<file path="config.mk">
export PLATFORM = sky130hd
export DESIGN_NAME = publish_packet_parser
export DESIGN_NICKNAME = d
export VERILOG_FILES = /design/src/rtl/ppp_pkg.sv /design/src/rtl/publish_packet_parser.sv /design/src/rtl/ppp_result_queue.sv
export VERILOG_INCLUDE_DIRS = /design/src /design/src/rtl
export SDC_FILE = /design/constraint.sdc
export NUM_CORES = 1
export LEC_CHECK = 0
export BUFFER_PORTS_ARGS = -buffer_cell sky130_fd_sc_hd__buf_2
export CORE_MARGIN = 5
export CORE_UTILIZATION = 61
export CTS_CLUSTER_DIAMETER = 40
export DETAILED_ROUTE_END_ITERATION = 12
export PLACE_DENSITY_LB_ADDON = 0.2
export SLEW_MARGIN = 10
export SYNTH_ARGS = -nofsm -noshare
export SYNTH_HDL_FRONTEND = slang
export SYNTH_SLANG_ARGS = --single-unit
</file>
<file path="constraint.sdc">
create_clock -name clk -period 10.2 [get_ports clk]
set_clock_uncertainty 0.2 [all_clocks]
set_input_delay 0 -clock clk [delete_from_list [all_inputs] [get_ports clk]]
set_output_delay 0 -clock clk [all_outputs]
set_load 0.05 [all_outputs]
</file>
<file path="src/rtl/assert_macros.svh">
// Assertion macros used by the top level of the publish packet parser.
// No dependencies; the bodies compile away when SYNTH is defined.
`ifndef ASSERT_MACROS_SVH
`define ASSERT_MACROS_SVH

`ifndef SYNTH
// Property must hold at every clock edge outside reset.
`define PPP_ASSERT(lbl, clk, rst_n, prop, msg) \
    lbl: assert property (@(posedge clk) disable iff (!rst_n) (prop)) else $error(msg);
// Condition must never be seen outside reset.
`define PPP_NEVER(lbl, clk, rst_n, cond, msg) \
    lbl: assert property (@(posedge clk) disable iff (!rst_n) !(cond)) else $error(msg);
`else
`define PPP_ASSERT(lbl, clk, rst_n, prop, msg)
`define PPP_NEVER(lbl, clk, rst_n, cond, msg)
`endif

`endif

</file>
<file path="src/rtl/ppp_pkg.sv">
// Types and constants of the publish packet parser.
// No dependencies; used by ppp_result_queue and publish_packet_parser.
package ppp_pkg;

    localparam int LENGTH_BITS_DEF = 28;
    localparam int QUEUE_DEPTH_DEF = 4;
    localparam int REM_LEN_W       = 28;
    localparam int BYTE_W          = 8;
    localparam int HALF_W          = 16;

    typedef enum logic [2:0] {
        PH_IDLE,
        PH_TLEN_HI,
        PH_TLEN_LO,
        PH_TOPIC,
        PH_ID_HI,
        PH_ID_LO,
        PH_PAYLOAD
    } phase_t;

    typedef enum logic [1:0] {
        KIND_TOPIC,
        KIND_PAYLOAD,
        KIND_HEADER,
        KIND_ERROR
    } kind_t;

    typedef struct packed {
        kind_t                  kind;
        logic [BYTE_W-1:0]      data;
        logic [HALF_W-1:0]      topic_len;
        logic [HALF_W-1:0]      pkt_id;
        logic [1:0]             qos;
        logic                   dup;
        logic                   retain;
        logic [REM_LEN_W-1:0]   plen;
        logic                   last;
    } result_t;

endpackage

</file>
<file path="src/rtl/publish_packet_parser.sv">
// Top level of the publish packet parser: input register, parse step, result queue.
// Depends on ppp_pkg, ppp_result_queue and assert_macros.svh.
//
//  channel | valid     | stall     | payload
//  --------+-----------+-----------+--------------------------------------------------
//  input   | in_valid  | in_stall  | in_byte first_byte hdr_* rem_length
//  result  | out_valid | out_stall | result_kind out_byte topic_length msg_id ...
//
// One input byte per clock unless stalled; a byte is staged, then its results queued.
// A byte that yields two results (last topic byte with header done or length
// error) is one transaction in and two out; the result queue (QUEUE_DEPTH deep)
// absorbs that, and the input stalls only when fewer than two queue slots are free.
// Reset clears the parse phase, counters and queue; no clearing pass is needed.
`include "assert_macros.svh"

module publish_packet_parser #(
    parameter int LENGTH_BITS = ppp_pkg::LENGTH_BITS_DEF,
    parameter int QUEUE_DEPTH = ppp_pkg::QUEUE_DEPTH_DEF
) (
    input  logic                           clk,
    input  logic                           rst_n,
    input  logic                           in_valid,
    output logic                           in_stall,
    input  logic [ppp_pkg::BYTE_W-1:0]     in_byte,
    input  logic                           first_byte,
    input  logic [1:0]                     hdr_qos,
    input  logic                           hdr_dup,
    input  logic                           hdr_retain,
    input  logic [ppp_pkg::REM_LEN_W-1:0]  rem_length,
    output logic                           out_valid,
    input  logic                           out_stall,
    output logic [1:0]                     result_kind,
    output logic [ppp_pkg::BYTE_W-1:0]     out_byte,
    output logic [ppp_pkg::HALF_W-1:0]     topic_length,
    output logic [ppp_pkg::HALF_W-1:0]     msg_id,
    output logic [1:0]                     out_qos,
    output logic                           out_dup,
    output logic                           out_retain,
    output logic [ppp_pkg::REM_LEN_W-1:0]  payload_length,
    output logic                           last_of_packet
);

    // Byte counters never need more than the remaining length field carries.
    localparam int CW = (LENGTH_BITS < ppp_pkg::REM_LEN_W) ? LENGTH_BITS
                                                          : ppp_pkg::REM_LEN_W;
    localparam int HW = ppp_pkg::HALF_W;
    localparam int BW = ppp_pkg::BYTE_W;

    // ---------------------------------------------------------------- input register
    logic              in_vld_reg;
    logic [BW-1:0]     in_byte_reg;
    logic              in_first_reg;
    logic [3:0]        in_flags_reg;
    logic [CW-1:0]     in_len_reg;
    logic              room2;
    logic              fire;
    logic              in_accept;

    assign fire      = in_vld_reg && room2;
    assign in_stall  = in_vld_reg && !room2;
    assign in_accept = in_valid && !in_stall;

    always_ff @(posedge clk or negedge rst_n)
    begin
        if (!rst_n)
        begin
            in_vld_reg <= 1'b0;
        end
        else if (in_accept)
        begin
            in_vld_reg <= 1'b1;
        end
        else if (fire)
        begin
            in_vld_reg <= 1'b0;
        end
    end

    always_ff @(posedge clk)
    begin
        if (in_accept)
        begin
            in_byte_reg  <= in_byte;
            in_first_reg <= first_byte;
            in_flags_reg <= {hdr_qos, hdr_dup, hdr_retain};
            in_len_reg   <= rem_length[CW-1:0];
        end
    end

    // ---------------------------------------------------------------- parse state
    ppp_pkg::phase_t   phase_reg, phase_next;
    logic [CW-1:0]     left_reg, left_next;
    logic [HW-1:0]     tlen_reg, tlen_next;
    logic [HW-1:0]     tleft_reg, tleft_next;
    logic [HW-1:0]     id_reg, id_next;
    logic [3:0]        flags_reg, flags_next;

    // A first byte restarts the packet before the byte itself is parsed.
    ppp_pkg::phase_t   eff_phase;
    logic [CW-1:0]     eff_left;
    logic [HW-1:0]     eff_tlen;
    logic [HW-1:0]     eff_tleft;
    logic [HW-1:0]     eff_id;
    logic [3:0]        eff_flags;
    logic [CW-1:0]     left_dec;
    logic [HW-1:0]     tlen_lo;
    logic [HW-1:0]     tleft_dec;
    logic [HW-1:0]     id_full;
    logic              left_zero;
    logic              dec_zero;
    logic              qos_nz;
    logic              hdr_done;

    assign eff_phase = in_first_reg ? ppp_pkg::PH_TLEN_HI : phase_reg;
    assign eff_left  = in_first_reg ? in_len_reg : left_reg;
    assign eff_tlen  = in_first_reg ? '0 : tlen_reg;
    assign eff_tleft = in_first_reg ? '0 : tleft_reg;
    assign eff_id    = in_first_reg ? '0 : id_reg;
    assign eff_flags = in_first_reg ? in_flags_reg : flags_reg;

    assign left_dec  = eff_left - CW'(1);
    assign left_zero = (eff_left == '0);
    assign dec_zero  = (left_dec == '0);
    assign qos_nz    = (eff_flags[3:2] != 2'd0);
    assign tlen_lo   = {eff_tlen[HW-1:BW], in_byte_reg};
    assign tleft_dec = eff_tleft - HW'(1);
    assign id_full   = {eff_id[HW-1:BW], in_byte_reg};

    // Header is complete on this byte (only meaningful when a byte is counted).
    always_comb
    begin
        case (eff_phase)
            ppp_pkg::PH_TLEN_LO: hdr_done = (tlen_lo == '0) && !qos_nz;
            ppp_pkg::PH_TOPIC:   hdr_done = (tleft_dec == '0) && !qos_nz;
            ppp_pkg::PH_ID_LO:   hdr_done = 1'b1;
            default:             hdr_done = 1'b0;
        endcase
    end

    // Next-state logic.
    always_comb
    begin
        phase_next = phase_reg;
        left_next  = left_reg;
        tlen_next  = tlen_reg;
        tleft_next = tleft_reg;
        id_next    = id_reg;
        flags_next = flags_reg;
        if (fire)
        begin
            phase_next = eff_phase;
            left_next  = eff_left;
            tlen_next  = eff_tlen;
            tleft_next = eff_tleft;
            id_next    = eff_id;
            flags_next = eff_flags;
            if (eff_phase == ppp_pkg::PH_IDLE)
            begin
                phase_next = ppp_pkg::PH_IDLE;
            end
            else if (left_zero)
            begin
                phase_next = ppp_pkg::PH_IDLE;
            end
            else
            begin
                left_next = left_dec;
                case (eff_phase)
                    ppp_pkg::PH_TLEN_HI:
                    begin
                        tlen_next  = {in_byte_reg, BW'(0)};
                        phase_next = ppp_pkg::PH_TLEN_LO;
                    end
                    ppp_pkg::PH_TLEN_LO:
                    begin
                        tlen_next  = tlen_lo;
                        tleft_next = tlen_lo;
                        if (tlen_lo != '0)
                        begin
                            phase_next = ppp_pkg::PH_TOPIC;
                        end
                        else
                        begin
                            phase_next = ppp_pkg::PH_ID_HI;
                        end
                    end
                    ppp_pkg::PH_TOPIC:
                    begin
                        tleft_next = tleft_dec;
                        if (tleft_dec == '0)
                        begin
                            phase_next = ppp_pkg::PH_ID_HI;
                        end
                    end
                    ppp_pkg::PH_ID_HI:
                    begin
                        id_next    = {in_byte_reg, BW'(0)};
                        phase_next = ppp_pkg::PH_ID_LO;
                    end
                    ppp_pkg::PH_ID_LO:
                    begin
                        id_next = id_full;
                    end
                    default:
                    begin
                        phase_next = dec_zero ? ppp_pkg::PH_IDLE : ppp_pkg::PH_PAYLOAD;
                    end
                endcase
                // Header done moves on to payload; a short packet drops to idle.
                if (eff_phase != ppp_pkg::PH_PAYLOAD)
                begin
                    if (hdr_done)
                    begin
                        phase_next = dec_zero ? ppp_pkg::PH_IDLE : ppp_pkg::PH_PAYLOAD;
                    end
                    else if (dec_zero)
                    begin
                        phase_next = ppp_pkg::PH_IDLE;
                    end
                end
            end
        end
    end

    // Result outputs of the parse step.
    ppp_pkg::result_t  res0, res1;
    logic [1:0]        res_cnt;
    logic [1:0]        push_cnt;

    always_comb
    begin
        ppp_pkg::result_t base;
        ppp_pkg::result_t tail;
        logic             tail_vld;
        base        = '0;
        base.qos    = eff_flags[3:2];
        base.dup    = eff_flags[1];
        base.retain = eff_flags[0];
        tail        = base;
        tail_vld    = hdr_done || dec_zero;
        if (hdr_done)
        begin
            tail.kind      = ppp_pkg::KIND_HEADER;
            tail.topic_len = (eff_phase == ppp_pkg::PH_TLEN_LO) ? tlen_lo : eff_tlen;
            tail.pkt_id    = (eff_phase == ppp_pkg::PH_ID_LO) ? id_full : eff_id;
            tail.plen      = ppp_pkg::REM_LEN_W'(left_dec);
            tail.last      = dec_zero;
        end
        else
        begin
            tail.kind = ppp_pkg::KIND_ERROR;
            tail.last = 1'b1;
        end
        res0    = base;
        res1    = tail;
        res_cnt = 2'd0;
        if (eff_phase == ppp_pkg::PH_IDLE)
        begin
            res_cnt = 2'd0;
        end
        else if (left_zero)
        begin
            res0.kind = ppp_pkg::KIND_ERROR;
            res0.last = 1'b1;
            res_cnt   = 2'd1;
        end
        else if (eff_phase == ppp_pkg::PH_PAYLOAD)
        begin
            res0.kind = ppp_pkg::KIND_PAYLOAD;
            res0.data = in_byte_reg;
            res0.last = dec_zero;
            res_cnt   = 2'd1;
        end
        else if (eff_phase == ppp_pkg::PH_TOPIC)
        begin
            res0.kind = ppp_pkg::KIND_TOPIC;
            res0.data = in_byte_reg;
            res_cnt   = tail_vld ? 2'd2 : 2'd1;
        end
        else
        begin
            res0    = tail;
            res_cnt = tail_vld ? 2'd1 : 2'd0;
        end
    end

    assign push_cnt = fire ? res_cnt : 2'd0;

    always_ff @(posedge clk or negedge rst_n)
    begin
        if (!rst_n)
        begin
            phase_reg <= ppp_pkg::PH_IDLE;
            left_reg  <= '0;
            tlen_reg  <= '0;
            tleft_reg <= '0;
            id_reg    <= '0;
            flags_reg <= '0;
        end
        else
        begin
            phase_reg <= phase_next;
            left_reg  <= left_next;
            tlen_reg  <= tlen_next;
            tleft_reg <= tleft_next;
            id_reg    <= id_next;
            flags_reg <= flags_next;
        end
    end

    // ---------------------------------------------------------------- result queue
    ppp_pkg::result_t  head;

    ppp_result_queue #(
        .DEPTH (QUEUE_DEPTH)
    ) u_queue (
        .clk      (clk),
        .rst_n    (rst_n),
        .push_cnt (push_cnt),
        .wdata0   (res0),
        .wdata1   (res1),
        .room2    (room2),
        .valid    (out_valid),
        .stall    (out_stall),
        .head     (head)
    );

    assign result_kind    = head.kind;
    assign out_byte       = head.data;
    assign topic_length   = head.topic_len;
    assign msg_id         = head.pkt_id;
    assign out_qos        = head.qos;
    assign out_dup        = head.dup;
    assign out_retain     = head.retain;
    assign payload_length = head.plen;
    assign last_of_packet = head.last;

    // ---------------------------------------------------------------- assertions
    `PPP_ASSERT(a_hdr_last, clk, rst_n,
        out_valid && (result_kind == ppp_pkg::KIND_HEADER) |->
        (last_of_packet == (payload_length == '0)), "header last flag mismatch")
    `PPP_ASSERT(a_err_last, clk, rst_n,
        out_valid && (result_kind == ppp_pkg::KIND_ERROR) |-> last_of_packet,
        "length error not marked last")
    `PPP_NEVER(a_payload_left, clk, rst_n,
        (phase_reg == ppp_pkg::PH_PAYLOAD) && (left_reg == '0),
        "payload phase with no bytes left")
    `PPP_ASSERT(a_stall_room, clk, rst_n,
        in_vld_reg && !in_stall |=> !(in_vld_reg && $past(!in_accept)),
        "staged byte not consumed")

endmodule

</file>
<file path="src/rtl/ppp_result_queue.sv">
// Small result queue: takes zero, one or two results per cycle, hands out one unless stalled.
// Depends on ppp_pkg (result_t).
module ppp_result_queue #(
    parameter int DEPTH = ppp_pkg::QUEUE_DEPTH_DEF
) (
    input  logic              clk,
    input  logic              rst_n,
    input  logic [1:0]        push_cnt,
    input  ppp_pkg::result_t  wdata0,
    input  ppp_pkg::result_t  wdata1,
    output logic              room2,
    output logic              valid,
    input  logic              stall,
    output ppp_pkg::result_t  head
);

    localparam int PTR_W = (DEPTH > 1) ? $clog2(DEPTH) : 1;
    localparam int CNT_W = $clog2(DEPTH + 1);

    function automatic logic [PTR_W-1:0] wrap_inc(input logic [PTR_W-1:0] p);
        return (p == PTR_W'(DEPTH - 1)) ? '0 : p + PTR_W'(1);
    endfunction

    ppp_pkg::result_t  mem_reg [DEPTH];
    logic [PTR_W-1:0]  wr_ptr_reg, wr_ptr_next;
    logic [PTR_W-1:0]  rd_ptr_reg, rd_ptr_next;
    logic [CNT_W-1:0]  count_reg, count_next;
    logic [PTR_W-1:0]  wr_ptr1;
    logic              pop;

    assign wr_ptr1 = wrap_inc(wr_ptr_reg);
    assign valid   = (count_reg != '0);
    assign pop     = valid && !stall;
    assign room2   = (count_reg <= CNT_W'(DEPTH - 2));
    assign head    = mem_reg[rd_ptr_reg];

    always_comb
    begin
        wr_ptr_next = wr_ptr_reg;
        if (push_cnt == 2'd1)
        begin
            wr_ptr_next = wr_ptr1;
        end
        else if (push_cnt == 2'd2)
        begin
            wr_ptr_next = wrap_inc(wr_ptr1);
        end
        rd_ptr_next = pop ? wrap_inc(rd_ptr_reg) : rd_ptr_reg;
        count_next  = count_reg + CNT_W'(push_cnt) - CNT_W'(pop);
    end

    always_ff @(posedge clk or negedge rst_n)
    begin
        if (!rst_n)
        begin
            wr_ptr_reg <= '0;
            rd_ptr_reg <= '0;
            count_reg  <= '0;
        end
        else
        begin
            wr_ptr_reg <= wr_ptr_next;
            rd_ptr_reg <= rd_ptr_next;
            count_reg  <= count_next;
        end
    end

    always_ff @(posedge clk)
    begin
        if (push_cnt != 2'd0)
        begin
            mem_reg[wr_ptr_reg] <= wdata0;
        end
        if (push_cnt == 2'd2)
        begin
            mem_reg[wr_ptr1] <= wdata1;
        end
    end

endmodule
</file>
# Word level (Yosys, flattened, before mapping)
# Memories as Yosys holds them, arrays and structs flattened.
# Cells that the tools add are included.
[totals]
register_bits = 132
mem_bits_rw = 300
input_bits = 45
n_memories = 1
[memory_table]
columns = ["memory", "words", "word_bits", "rd", "rd_ports_with_merged_regs", "wr", "line_no", "source"]
rows = [
  ["u_queue.mem_reg", 4, 75, 1, 0, 2, "ppp_result_queue.sv:24", "ppp_pkg::result_t mem_reg [DEPTH];"],
]
[classes]
add_sub_neg = 7
magnitude_cmp = 1
n_eq_ne = 12
mux = 60
n_reduce_logical = 22
[ops]
columns = ["operator", "count"]
rows = [
  ["$mux 16", 9],
  ["$mux 28", 4],
  ["$pmux 16 s2", 3],
  ["$mux 75", 1],
  ["$mux 72", 1],
  ["$mux 65", 1],
  ["$mux 64", 1],
  ["$logic_not 28->1", 2],
  ["$logic_not 16->1", 2],
  ["$mux 32", 1],
  ["$sub 28x1->28 const B", 1],
  ["$mux 3", 9],
  ["$mux 2", 12],
  ["$mux 10", 2],
  ["$mux 8", 2],
  ["$reduce_bool 16->1", 1],
  ["$sub 16x1->16 const B", 1],
  ["$pmux 3 s5", 1],
  ["$mux 1", 11],
  ["$eq 3x3->1 const B", 3],
  ["$eq 2x2->1 const B", 4],
  ["$reduce_bool 2->1", 4],
  ["$add 2x1->2 const B", 3],
  ["$eq 3x2->1 const B", 2],
  ["other kinds (13)", 21],
]

# Logic depth before layout (Yosys ltp)
[logic_depth]
depth_word = 15
mapped_depth = 29
depth_no_buf = 22

# Hierarchy
# A second synthesis with hierarchy kept.
[hier_totals]
cells_unflattened = 1662
area_unflattened_um2 = 22790.6
[modules_own_cells]
columns = ["mod", "n_inst", "cells_each", "area_each_um2", "seq_area_each_um2"]
rows = [
  ["ppp_result_queue", 1, 783, 14990.6, 9183.8],
  ["publish_packet_parser", 1, 879, 7800.0, 3333.2],
]

# Worst setup path before layout
# Ideal clock, no wire load.
[synth_timing]
path_kind = "register to register"
from = "reg in_first_reg"
to = "mem u_queue.mem_reg[0][0] (netlist bit) (enable)"
setup_ns = 0.420
t_arrival_ns = 6.929
t_required_ns = 9.580
path_slack_ns = 2.651
stages_incl_launch_ff = 26
synth_period_minus_slack_ns = 7.549
path_cell_list = "edfxtp_1 -> buf_6 -> buf_6 -> buf_2 -> buf_2 -> buf_2 -> buf_2 -> clkbuf_1 -> clkbuf_1 -> mux2i_1 -> ha_1 -> o211ai_1 -> nor4_2 -> xor2_1 -> nand4_1 -> nor3_1 -> nand4_4 -> nand2_1 -> ha_1 -> or3_1 -> nand3_1 -> ha_1 -> buf_1 -> a21oi_1 -> clkbuf_1 -> inv_1"
[synth_lines]
columns = ["item", "line_no", "source"]
rows = [
  ["start, declared", "publish_packet_parser.sv:52", "logic in_first_reg;"],
  ["start signal, assigned", "publish_packet_parser.sv:84", "in_first_reg <= first_byte;"],
  ["end, declared", "ppp_result_queue.sv:24", ""],
]

==> metrics.txt <==
Final Net Count 1852; Seq/Total Area, Yosys 0.606; die footprint between 30000 and 40000 sq um; average cell area after synthesis approximately 13 sq um; CP required between 10 and 15 ns; Final min period a little over 7 ns; Crit Path Class reg -> reg; Slew Limit Fails 0; largest net degree at the start of global routing 67; CTS resizes 0; Die Width ~190 um; Async SR Flop Fraction 0.211; gp weighted congestion about 0.95; root buf cell clkbuf_16; Ports around 120; critical path arrival roughly 7.2 ns; Worst Setup End Kind flip-flop; Largest register FFs 300; share of cells above drive strength 1 0.192; design area around 24000 sq um; post-detailed-route wirelength per cell between 20 and 25 um; initial antenna violation count 0; Setup TNS 0 ns; Post-DP HPWL about 32000 um; die height 191 um; drt initial violations between 1000 and 1500; Unique masters post-synth just over 80; # rows 66; Design Power approximately 6.1 mW; area share of the largest cell type after synthesis 0.457; DRT antenna net count 0; Rel. slew slack 0.266; Hold Path Class in -> reg; Synthesis Warnings 0; Setup WS pre-CTS around 3.1 ns; CTS sink count 432; first-pass GRT wire length between 80000 and 90000 um; htree depth 2; Max Cap Viol 0; port bufs around 120; Global Route Usage Sum 0.290; DR vias around 14000; DR DRC count 0; Inserted Diodes 0; Final Hold Fails 0; status completed; final WL 52200 um; Clock transition at path regs 0.06 ns; RSZ-0062 raised after global routing false; main area contributors after synthesis edfxtp_1, dfrtp_1, mux4_2; placed cell area 21000 sq um; top_reg_cell synth edfxtp_1; Initial Utilization 0.618; maximum clock path buffer count 3; number of enable flip-flop cells after synthesis between 300 and 400; Setup Viol. Count Final 0; Final Cycle Share 0.701; core region area 32500 sq um; most frequent cells in the layout nor2_1, edfxtp_1, buf_2; Area Growth Syn to Fin 17.9%; worst-path fanout max 63; gr ovfl total 0; vias in the first global route around 15000; Setup crit start kind flip-flop; Post-Syn Area 20000 sq um; CTS tree done; Worst-Margin Slew 1.10 ns; most common cell after layout, fill and taps aside nor2_1; Synth area leader edfxtp_1; latest clock arrival within the worst-skew pair around 0.56 ns; Power Density around 260 nW/um^2; Peak VDD IR roughly 0.38 mV; post-synthesis register bit count around 430; DRT Pass-1 Iters 5; vias per inst ~6.3; P_leak 9.30 nW; setup ws final 3.04 ns; Num CTS Buffers a little over 50; Final Util 0.728; Mapped Cells roughly 1600; highest clock rate around 0.14 GHz; post-synth net total ~1700
[synthesized netlist by cell type (all sizes together), types with 5 or more instances]
cell	n
and4	5
nor2	329
mux2	6
a22o	58
or2	6
a22oi	13
edfxtp	305
xnor2	33
inv	24
xor2	18
nor4	18
a2bb2oi	6
nor3	26
ha	18
o21ai	66
nor2b	8
dfrtp	91
nor4b	8
nand2	110
nand3	14
a21oi	41
mux4	75
a21boi	5
clkbuf	59
buf	45
or3	5
dfxtp	36
mux2i	32
nor3b	11
nand4	7
a21o	11
nand2b	16
a32o	9
o211ai	11
[per-layer routing]
| layer | routed length [um] | vias up | track usage |
|---|---|---|---|
| li1 | - | 6337 | - |
| met1 | 21200 | 7067 | 0.404 |
| met2 | 25400 | 697 | 0.473 |
| met3 | 4200 | 110 | 0.0524 |
| met4 | 1480 | 0 | 0.0890 |
| met5 | 0 | - | 0 |
[cells by family after synthesis]
group,synth area share
simple gates,0.131
flops,0.606
compound gates,0.0967
buf+inv,0.0270
mux,0.104
xor+xnor,0.0236
fa+ha+maj,0.0122
[path summary, 6_finish.rpt]
check | startpoint | endpoint | slack (ns) | cells after the start
max in group asynchronous | rst_n | u_queue.rd_ptr_reg[0] | 8.81 | 4
max | in_first_reg | u_queue.mem_reg[0][20] | 3.04 | 19
max reg2reg | in_first_reg | u_queue.mem_reg[0][20] | 3.04 | 19
min in group asynchronous | rst_n | id_reg[1] | 0.33 | 4
min reg2reg | flags_reg[1] | flags_reg[1] | 0.28 | 2
min | out_stall | u_queue.rd_ptr_reg[1] | 0.20 | 4
[power by group]
group          internal (mW)  switching (mW)
logic                  0.677            1.23
registers               2.09           0.306
clock network           1.07           0.740
total                   3.83            2.27
[what timing repair did]
action | in CTS | in global routing
buffers inserted | 0 | 0
endpoints found under the hold margin | 138 | 0
hold buffers | 88 | 0
[through the flow]
step | hold slack, ns | cells
floorplan | -0.496 | 1596
global placement | -0.137 | 2089
detailed placement | -0.139 | 2089
CTS | 0.146 | 2272
global route | 0.236 | 2272
finish | 0.201 | 2272
[worst max-delay path: stages (launching register included)]
cell and delay (ns):
edfxtp_1 0.34, buf_4 0.62, mux2_2 0.51, inv_1 0.09, ha_1 0.26, o211ai_1 0.29
nor4_2 0.44, xor2_1 0.42, nand4_1 0.17, nor3_1 0.29, nand4_4 0.22, nand2_1 0.13
ha_1 0.22, or3_1 0.36, nand3_1 0.15, ha_1 0.24, nor2b_1 0.12, a21oi_1 0.75
inv_2 0.42, buf_4 0.50
[cell type report]
| class | instances | area [sq um] |
|---|---|---|
| clock buffers | 61 | 1370 |
| clock inverters | 34 | 335 |
| fillers | 2164 | 8820 |
| inverters | 26 | 97.6 |
| multi-input cells | 1034 | 7360 |
| flip-flops and latches | 432 | 12200 |
| well taps | 442 | 553 |
| repair buffers | 243 | 1760 |
Power figures use the tool's default switching activity.
